## config.mk

```make
export PLATFORM = sky130hd
export DESIGN_NAME = streaming_wildcard_matcher_top
export DESIGN_NICKNAME = d
export VERILOG_FILES = /design/src/design/swm_pkg.sv /design/src/design/streaming_wildcard_matcher_top.sv /design/src/design/swm_cfg_regs.sv /design/src/design/swm_step.sv
export SDC_FILE = /design/constraint.sdc
export NUM_CORES = 1
export LEC_CHECK = 0
export BUFFER_PORTS_ARGS = -buffer_cell sky130_fd_sc_hd__buf_2
export CORE_MARGIN = 10
export CORE_UTILIZATION = 50
export DETAILED_ROUTE_END_ITERATION = 8
export PLACE_DENSITY = 0.72
export SYNTH_ARGS = -nofsm -noshare
export SYNTH_HDL_FRONTEND = slang
export SYNTH_HIERARCHICAL = 1
export SYNTH_SLANG_ARGS = --single-unit
```

## constraint.sdc

```tcl
create_clock -name i_clk -period 5.81 [get_ports i_clk]
set_input_delay 0.2905 -clock i_clk [delete_from_list [all_inputs] [get_ports i_clk]]
set_output_delay 0.2905 -clock i_clk [all_outputs]
set_load 0.005 [all_outputs]
```

## src/design/swm_pkg.sv

```systemverilog
// Package for the streaming wildcard matcher: shared sizes, the configuration
// register index codes and the structs that pass between the modules.
// No dependencies.
package swm_pkg;

    localparam int MAX_ATOMS = 16;
    localparam int POS_W     = MAX_ATOMS + 1;
    localparam int CNT_W     = 5;
    localparam int CHARS_W   = 8 * MAX_ATOMS;
    localparam int CFG_IDX_W = 3;
    localparam int CFG_DATA_W = 64;

    typedef enum logic [CFG_IDX_W-1:0] {
        CFG_CHARS_LO  = 3'd0,
        CFG_CHARS_HI  = 3'd1,
        CFG_ANY_MASK  = 3'd2,
        CFG_NSP_MASK  = 3'd3,
        CFG_REP_MASK  = 3'd4,
        CFG_NUM_ATOMS = 3'd5,
        CFG_FOLD_CASE = 3'd6
    } t_cfg_idx;

    // Pattern as held in the configuration registers.
    typedef struct packed {
        logic [CHARS_W-1:0]   chars;
        logic [MAX_ATOMS-1:0] any_mask;
        logic [MAX_ATOMS-1:0] nsp_mask;
        logic [MAX_ATOMS-1:0] rep_mask;
        logic [CNT_W-1:0]     num_atoms;
        logic                 fold_case;
    } t_cfg;

    // Next match state produced for one byte.
    typedef struct packed {
        logic [POS_W-1:0] positions;
        logic             found;
    } t_step_res;

endpackage

```

## src/design/streaming_wildcard_matcher_top.sv

```systemverilog
// Streaming wildcard matcher, top level. A byte beat is held in an input
// register, stepped through the pattern automaton and its found
// flag is held in a result register. Uses swm_pkg, swm_cfg_regs and swm_step.
//
// The block searches a byte stream, one byte per beat, for a pattern of up
// to sixteen atoms kept in configuration registers; each atom is a literal
// byte, any byte or any non-space byte, and may repeat zero or more times.
// Every input beat gives exactly one result beat carrying the sticky found
// flag. The block takes one beat per cycle when the result side does not
// stall; a byte waits in the input register and, as it moves on, its flag is
// loaded into the result register, which presents the result beat. The whole
// position-vector update, two prefix closures around the atom compare, sits
// between these two registers and feeds its own state back, which sets that
// rate. The input side keeps taking beats while a result waits, as long as the
// input register is free or moving. After a match, bytes are ignored until a
// beat with restart set; restart with an empty pattern reports found at once.
// Configuration writes are always ready and must be made only while no beat
// is in flight.
module streaming_wildcard_matcher_top (
    input  logic                           i_clk,
    input  logic                           i_rst_n,
    // Configuration write channel
    input  logic                           i_cfg_valid,
    output logic                           o_cfg_ready,
    input  logic [swm_pkg::CFG_IDX_W-1:0]  i_cfg_index,
    input  logic [swm_pkg::CFG_DATA_W-1:0] i_cfg_data,
    // Text byte channel
    input  logic                           i_in_valid,
    output logic                           o_in_stall,
    input  logic [7:0]                     i_data_byte,
    input  logic                           i_restart,
    // Result channel
    output logic                           o_out_valid,
    input  logic                           i_out_stall,
    output logic                           o_found
);
    import swm_pkg::*;

    t_cfg             cfg;
    t_step_res        res;

    logic             r_in_valid;
    logic [7:0]       r_in_data;
    logic             r_in_restart;
    logic             r_out_valid;
    logic             r_found;
    logic [POS_W-1:0] r_positions;
    logic             r_match;

    logic             in_accept;
    logic             advance;

    swm_cfg_regs u_cfg (
        .i_clk       (i_clk),
        .i_rst_n     (i_rst_n),
        .i_cfg_valid (i_cfg_valid),
        .o_cfg_ready (o_cfg_ready),
        .i_cfg_index (i_cfg_index),
        .i_cfg_data  (i_cfg_data),
        .o_cfg       (cfg)
    );

    swm_step u_step (
        .i_cfg       (cfg),
        .i_positions (r_positions),
        .i_match     (r_match),
        .i_data_byte (r_in_data),
        .i_restart   (r_in_restart),
        .o_res       (res)
    );

    // The held byte moves on when the result register is empty or is being
    // drained in this cycle; the automaton state advances at the same edge.
    assign advance     = r_in_valid && (!r_out_valid || !i_out_stall);
    assign o_in_stall  = r_in_valid && !advance;
    assign in_accept   = i_in_valid && !o_in_stall;
    assign o_out_valid = r_out_valid;
    assign o_found     = r_found;

    always_ff @(posedge i_clk) begin
        if (!i_rst_n) begin
            r_in_valid  <= 1'b0;
            r_out_valid <= 1'b0;
            r_positions <= '0;
            r_match     <= 1'b1;
        end else begin
            r_in_valid <= in_accept || (r_in_valid && !advance);
            if (advance) begin
                r_out_valid <= 1'b1;
                r_positions <= res.positions;
                r_match     <= res.found;
            end else if (!i_out_stall) begin
                r_out_valid <= 1'b0;
            end
        end
    end

    always_ff @(posedge i_clk) begin
        if (in_accept) begin
            r_in_data    <= i_data_byte;
            r_in_restart <= i_restart;
        end
        if (advance) begin
            r_found <= res.found;
        end
    end

endmodule

```

## src/design/swm_cfg_regs.sv

```systemverilog
// Configuration register file of the streaming wildcard matcher.
// Depends on swm_pkg for the index codes and the pattern struct.
module swm_cfg_regs (
    input  logic                           i_clk,
    input  logic                           i_rst_n,
    input  logic                           i_cfg_valid,
    output logic                           o_cfg_ready,
    input  logic [swm_pkg::CFG_IDX_W-1:0]  i_cfg_index,
    input  logic [swm_pkg::CFG_DATA_W-1:0] i_cfg_data,
    output swm_pkg::t_cfg                  o_cfg
);
    import swm_pkg::*;

    t_cfg r_cfg;

    assign o_cfg_ready = 1'b1;
    assign o_cfg       = r_cfg;

    always_ff @(posedge i_clk) begin
        if (!i_rst_n) begin
            r_cfg <= '0;
        end else if (i_cfg_valid) begin
            unique case (i_cfg_index)
                CFG_CHARS_LO:  r_cfg.chars[CFG_DATA_W-1:0] <= i_cfg_data;
                CFG_CHARS_HI:  r_cfg.chars[CHARS_W-1:CFG_DATA_W] <= i_cfg_data;
                CFG_ANY_MASK:  r_cfg.any_mask <= i_cfg_data[MAX_ATOMS-1:0];
                CFG_NSP_MASK:  r_cfg.nsp_mask <= i_cfg_data[MAX_ATOMS-1:0];
                CFG_REP_MASK:  r_cfg.rep_mask <= i_cfg_data[MAX_ATOMS-1:0];
                CFG_NUM_ATOMS: r_cfg.num_atoms <= i_cfg_data[CNT_W-1:0];
                CFG_FOLD_CASE: r_cfg.fold_case <= i_cfg_data[0];
                default: ;
            endcase
        end
    end

endmodule

```

## src/design/swm_step.sv

```systemverilog
// Next-state logic of the matcher for one text byte: atom compare, the two
// repeat-skip closures (parallel prefix) and the sticky flag. Uses swm_pkg.
module swm_step (
    input  swm_pkg::t_cfg               i_cfg,
    input  logic [swm_pkg::POS_W-1:0]   i_positions,
    input  logic                        i_match,
    input  logic [7:0]                  i_data_byte,
    input  logic                        i_restart,
    output swm_pkg::t_step_res          o_res
);
    import swm_pkg::*;

    localparam int LEVELS = $clog2(POS_W);
    localparam logic [7:0] CH_NUL = 8'h00;
    localparam logic [7:0] CH_TAB = 8'h09;
    localparam logic [7:0] CH_LF  = 8'h0A;
    localparam logic [7:0] CH_CR  = 8'h0D;
    localparam logic [7:0] CH_SP  = 8'h20;

    // A set bit j carries into j+1 when atom j repeats. Written as a
    // carry-lookahead: pp[j] says bit j-1 passes through into bit j.
    function automatic logic [POS_W-1:0] closure(input logic [POS_W-1:0] s,
                                                 input logic [POS_W-1:0] pp);
        logic [POS_W-1:0] g;
        logic [POS_W-1:0] p;
        logic [POS_W-1:0] g_nx;
        logic [POS_W-1:0] p_nx;
        g = s;
        p = pp;
        for (int lv = 0; lv < LEVELS; lv++) begin
            for (int j = 0; j < POS_W; j++) begin
                if (j >= (1 << lv)) begin
                    g_nx[j] = g[j] | (p[j] & g[j - (1 << lv)]);
                    p_nx[j] = p[j] & p[j - (1 << lv)];
                end else begin
                    g_nx[j] = g[j];
                    p_nx[j] = 1'b0;
                end
            end
            g = g_nx;
            p = p_nx;
        end
        return g;
    endfunction

    function automatic logic [7:0] fold(input logic [7:0] b);
        return (b >= 8'h61 && b <= 8'h7A) ? b - 8'h20 : b;
    endfunction

    logic [CNT_W-1:0]     n_used;
    logic [POS_W-1:0]     live;
    logic [POS_W-1:0]     pass;
    logic [MAX_ATOMS-1:0] hit;
    logic [MAX_ATOMS-1:0] step_on;
    logic [POS_W-1:0]     cur;
    logic [POS_W-1:0]     nxt;
    logic [POS_W-1:0]     nxt_closed;
    logic [POS_W-1:0]     pos_eff;
    logic                 match_eff;
    logic                 is_space;
    logic [7:0]           lit;

    always_comb begin
        n_used = (i_cfg.num_atoms > CNT_W'(MAX_ATOMS)) ? CNT_W'(MAX_ATOMS)
                                                        : i_cfg.num_atoms;
        is_space = (i_data_byte == CH_NUL) || (i_data_byte == CH_TAB) ||
                   (i_data_byte == CH_LF)  || (i_data_byte == CH_CR)  ||
                   (i_data_byte == CH_SP);
        pass = '0;
        for (int j = 0; j < POS_W; j++) begin
            live[j] = (CNT_W'(j) <= n_used);
        end
        for (int i = 0; i < MAX_ATOMS; i++) begin
            pass[i + 1] = i_cfg.rep_mask[i] && (CNT_W'(i) < n_used);
            lit = i_cfg.chars[8*i +: 8];
            if (i_cfg.any_mask[i]) begin
                hit[i] = 1'b1;
            end else if (i_cfg.nsp_mask[i]) begin
                hit[i] = !is_space;
            end else if (i_cfg.fold_case) begin
                hit[i] = (fold(i_data_byte) == fold(lit));
            end else begin
                hit[i] = (i_data_byte == lit);
            end
        end

        // Restart clears positions and reloads the flag before the byte.
        pos_eff   = i_restart ? '0 : i_positions;
        match_eff = i_restart ? (n_used == '0) : i_match;

        cur = closure((pos_eff & live) | POS_W'(1), pass);
        for (int i = 0; i < MAX_ATOMS; i++) begin
            step_on[i] = cur[i] && hit[i] && (CNT_W'(i) < n_used);
        end
        // A repeating atom stays in place, any other moves on by one.
        nxt = {1'b0, step_on & i_cfg.rep_mask} | {step_on & ~i_cfg.rep_mask, 1'b0};
        nxt_closed = closure(nxt, pass);

        if (match_eff) begin
            o_res.positions = pos_eff;
            o_res.found     = 1'b1;
        end else begin
            o_res.positions = nxt_closed;
            o_res.found     = nxt_closed[n_used];
        end
    end

endmodule
```

# --- Yosys cells after proc, flatten, opt, wreduce, memory -nomap -nowiden ---
# Index checks and enable logic that the tools add are counted.
totals:
  regBits: 212
  latchBits: 0
  mem_bits_rw: 0
  mem_bits_ro: 0
  input_bits: 81
  output_inout_bits: 4
  wordCells: 548
  memories: 0
op_classes:
  addsub: 17
  mul: 0
  div: 0
  order_cmp: 68
  n_eq_ne: 43
  n_shift: 0
  n_mux: 73
  n_bitwise: 245
  reduce_logical: 88
ops:
  columns: ["cell", "count"]
  rows:
  - ["8-bit equality test", 32]
  - ["1-bit bitwise AND", 137]
  - ["8-bit by 7-bit greater-or-equal comparator with 1-bit output (second input constant)", 17]
  - ["8-bit by 7-bit less-or-equal comparator with 1-bit output (second input constant)", 17]
  - ["8-bit 2-to-1 mux", 17]
  - ["8-bit by 6-bit subtractor with 8-bit output (second input constant)", 17]
  - ["1-bit bitwise OR", 103]
  - ["1-bit logical AND", 67]
  - ["1-bit 2-to-1 mux", 52]
  - ["16-bit bitwise AND", 3]
  - ["4-bit by 5-bit less-or-equal comparator with 1-bit output (first input constant)", 8]
  - ["4-bit by 5-bit less-than comparator with 1-bit output (first input constant)", 8]
  - ["8-bit by 4-bit equality test with 1-bit output (second input constant)", 3]
  - ["3-bit by 5-bit less-or-equal comparator with 1-bit output (first input constant)", 4]
  - ["3-bit by 5-bit less-than comparator with 1-bit output (first input constant)", 4]
  - ["18-bit 2-to-1 mux", 1]
  - ["17-bit 2-to-1 mux", 1]
  - ["16-bit by 17-bit bitwise OR with 17-bit output", 1]
  - ["16-bit NOT", 1]
  - ["2-bit AND reduction", 7]
  - ["1-bit by 5-bit less-or-equal comparator with 1-bit output (first input constant)", 2]
  - ["2-bit by 5-bit less-or-equal comparator with 1-bit output (first input constant)", 2]
  - ["1-bit by 5-bit less-than comparator with 1-bit output (first input constant)", 2]
  - ["2-bit by 5-bit less-than comparator with 1-bit output (first input constant)", 2]
  - ["14 further kinds", 26]

# --- Depth between registers and ports, before layout ---
depth:
  word_depth: 27
  ltp_mapped: 20
  ltp_nobuf: 16

# --- Cells and area by module ---
# The synthesis kept the hierarchy.
by_module_without_submodules:
  columns: ["mod", "instances", "cells_per_inst", "area_per_inst_um2"]
  rows:
  - ["swm_cfg_regs", 1, 666, 6849.1]
  - ["swm_step", 1, 880, 5764.3]
  - ["streaming_wildcard_matcher_top", 1, 96, 1114.8]

# --- Worst setup path after synthesis ---
# No wires, ideal clock.
synth_timing:
  path_type: "register to register"
  start: "register r_in_data[5]"
  end: "register r_match"
  arrival_ns: 4.059
  required_time_ns: 5.690
  path_slack_ns: 1.631
  path_stages_with_launch: 20
  path_cell_list: "edfxtp_1 > buf_2 > buf_2 > buf_2 > inv_1 > ha_1 > nand2_1 > o21ai_2 > buf_4 > xnor2_1 > nand4_1 > a211oi_1 > o31ai_1 > a31oi_1 > a311o_1 > a41o_1 > a41o_1 > a2111o_1 > nor2b_1 > mux2i_1"
synth_rtl:
  columns: ["element", "line_no", "source"]
  rows:
  - ["start: declaration", "streaming_wildcard_matcher_top.sv:43", "logic [7:0] r_in_data;"]
  - ["start signal: assignment", "streaming_wildcard_matcher_top.sv:100", "r_in_data <= i_data_byte;"]
  - ["end signal: assignment", "streaming_wildcard_matcher_top.sv:91", "r_match <= res.found;"]
  - ["end: declaration", "streaming_wildcard_matcher_top.sv:48", "logic r_match;"]

==> out/results.tsv <==
metric	value	unit
track_usage	0.2332	
numClockSinks	210	
insertion_delay	540	ps
fillers	2461	
stdcell_count	2044	
finClkSkew	27.71	ps
io_buffers	83	
power_density	234.0	nW/um^2
ios	85	
worst-path-max-fanout	15	
route.met3.wl	2773	um
r2r-end	r_match$_SDFFE_PN1P_	
grt_pass1_vias	11810	
min_to	u_cfg/o_cfg[134]$_SDFFE_PN0P_	
max_clock_freq	0.1923	GHz
r2r_slack	610	ps
met1_length	17630	um
synth_area	13640	um^2
drt.antenna.violating_nets	0	
multi_input_comb_area	8522	um^2
globalplace.congestion	0.9937	
ys_warn_count	6	
pre_cts_ws	790.3	ps
synthCells	1631	
start_util	0.5074	
dpl_cell_area	14120	um^2
peakVddDrop	0.2131	mV
hp-start	i_cfg_data[16]	
die_x	185.1	um
ff2ff_path_depth	15	
antenna_found_initial	0	
worst_pin_slew	959.8	ps
antennaDiodeCount	0	
end_kind	flop	
drt-initial-drc-count	1047	
cts.clk_slew.worst_paths	60	ps
max_cap_violations	0	
clockBufferDepth	3	
layout-drive-gt1-share	0.1080	
design_area	15080	um^2
syn2layout_area_growth	10.62	%
period_share	0.8950	
rsz0062_at_grt	false	
regArea	4304	um^2
grt_max_degree	143	
maxSlewViolCount	0	
status	completed	
post_drt_wl_per_cell	19.84	um
vias	12310	
drc	0	
syn_area_per_cell	8.360	um^2
worstSetupPathType	flop to flop	
dp.cells	1990	
hold_violations	0	
die_h	185.1	um
p_leak	6.120	nW
slew-limit-headroom	0.3601	
final_net_count	1786	
setup_viol	0	
wl	40550	um
r2r-start	r_in_data[0]$_DFFE_PP_	
syn-num-nets	1730	
cts_root_buf	clkbuf_16	
grt-ovfl-total	0	
start_kind	flop	
cts_buffers	24	
grt_pass1_wl	64880	um
crit_required	6210	ps
routed_via_density	6.023	
num_rows	60	
postCtsSetupRepairBufs	0	
cts_tree	yes	
drtPass1Iterations	8	
setup_ws	610.0	ps
die-area	34280	um^2
dp_hpwl	29770	um
cp.arrival	5600	ps
period_minus_slack	5200	ps
min-delay-path-class	input pin to flop	
wl_met2	18900	um
maxUsedRoutingLayer	met4	
htreeDepth	1	
core_area	26880	um^2
hold_depth	3	
fin_setup_tns	0	ps
[state kept, by name (all words and copies together) (netlist names)]
register and flops:
r_in_restart 1, o_out_valid 1, o_found 1, r_in_valid 1
r_positions 15, u_cfg/o_cfg 182, r_match 1, r_in_data 8
[what timing repair did]
item | CTS | global route
hold buffers | 12 | 0
endpoints found under the setup margin | 0 | 0
resized for setup | 0 | 0
endpoints found under the hold margin | 12 | 0
[layer usage]
| metal | track usage | vias to the layer above |
|---|---|---|
| met5 | 0 | - |
| li1 | - | 5873 |
| met2 | 0.3892 | 502 |
| met3 | 0.03115 | 86 |
| met1 | 0.3010 | 5850 |
| met4 | 0.08257 | 0 |
[metrics by stage]
stage	hold WS, ps	power [W]	util
after detailed placement	451.9	0.001951	0.5254
final	14.90	0.003530	0.5612
after global placement	448.1	0.001944	0.5254
after floorplan	389.4	0.001836	-
after CTS	0.2384	0.003548	0.5612
after global routing	0.6724	0.003651	0.5612
[how the worst max path moves through the flow]
| stage | cells past startpoint | from | slack [ps] | endpoint |
|---|---|---|---|---|
| floorplan | 19 | r_in_data[5]$_DFFE_PP_ | 1650 | r_match$_SDFFE_PN1P_ |
| global placement | 14 | r_in_data[1]$_DFFE_PP_ | 1040 | r_match$_SDFFE_PN1P_ |
| CTS | 15 | r_in_data[0]$_DFFE_PP_ | 770 | r_match$_SDFFE_PN1P_ |
| global route | 15 | r_in_data[0]$_DFFE_PP_ | 400 | r_match$_SDFFE_PN1P_ |
| detailed placement | 14 | r_in_data[1]$_DFFE_PP_ | 790 | r_match$_SDFFE_PN1P_ |
| finish | 15 | r_in_data[0]$_DFFE_PP_ | 610 | r_match$_SDFFE_PN1P_ |
[power breakdown]
group / switching (W) / internal, W / total (W)
Combinational: 0.000237 / 0.000162 / 0.000399
Clock: 0.000624 / 0.000974 / 0.00160
Sequential: 0.0000487 / 0.00149 / 0.00153
[cells in the final DEF (no fill, tap or decap), types with 11 or more instances in the layout]
cell           instances
nand3_1               33
dfxtp_1              200
o22ai_1               13
inv_1                 52
a211oi_1              13
mux2i_1              200
xor2_1                80
o31ai_1               22
xnor2_1               91
nor3_1                37
a31oi_1               14
nor2_1                53
or4_1                 21
nand2_1              357
a21oi_1               60
and2_1                14
dlygate4sd3_1         12
nor4_1                12
nor2b_1               11
a221oi_1              15
ha_1                  18
a21o_1                14
clkbuf_16             25
o21ai_0               26
nand4_1               13
buf_2                 82
buf_4                 33
[critical path: stages, from the launching register on]
cell	delay, ps
edfxtp_1	400
buf_4	230
a21oi_1	280
o22ai_1	150
o21ai_2	780
xnor2_1	160
a41oi_1	440
a31oi_1	170
a211oi_2	330
o211ai_1	280
a2111oi_1	800
o221ai_1	240
and3_1	210
a2111o_1	380
nor2b_1	110
mux2i_1	70
[area by class of cell]
cell class                      instances  share of cell area
Clock buffer                           35             0.04927
Clock inverter                          7            0.006636
Inverter                               52             0.01294
Multi-Input combinational cell       1271              0.5650
Sequential cell                       210              0.2854
Tap cell                              341             0.02829
Timing Repair Buffer                  128             0.05251
No activity file was read; power rests on OpenSTA's default activity.
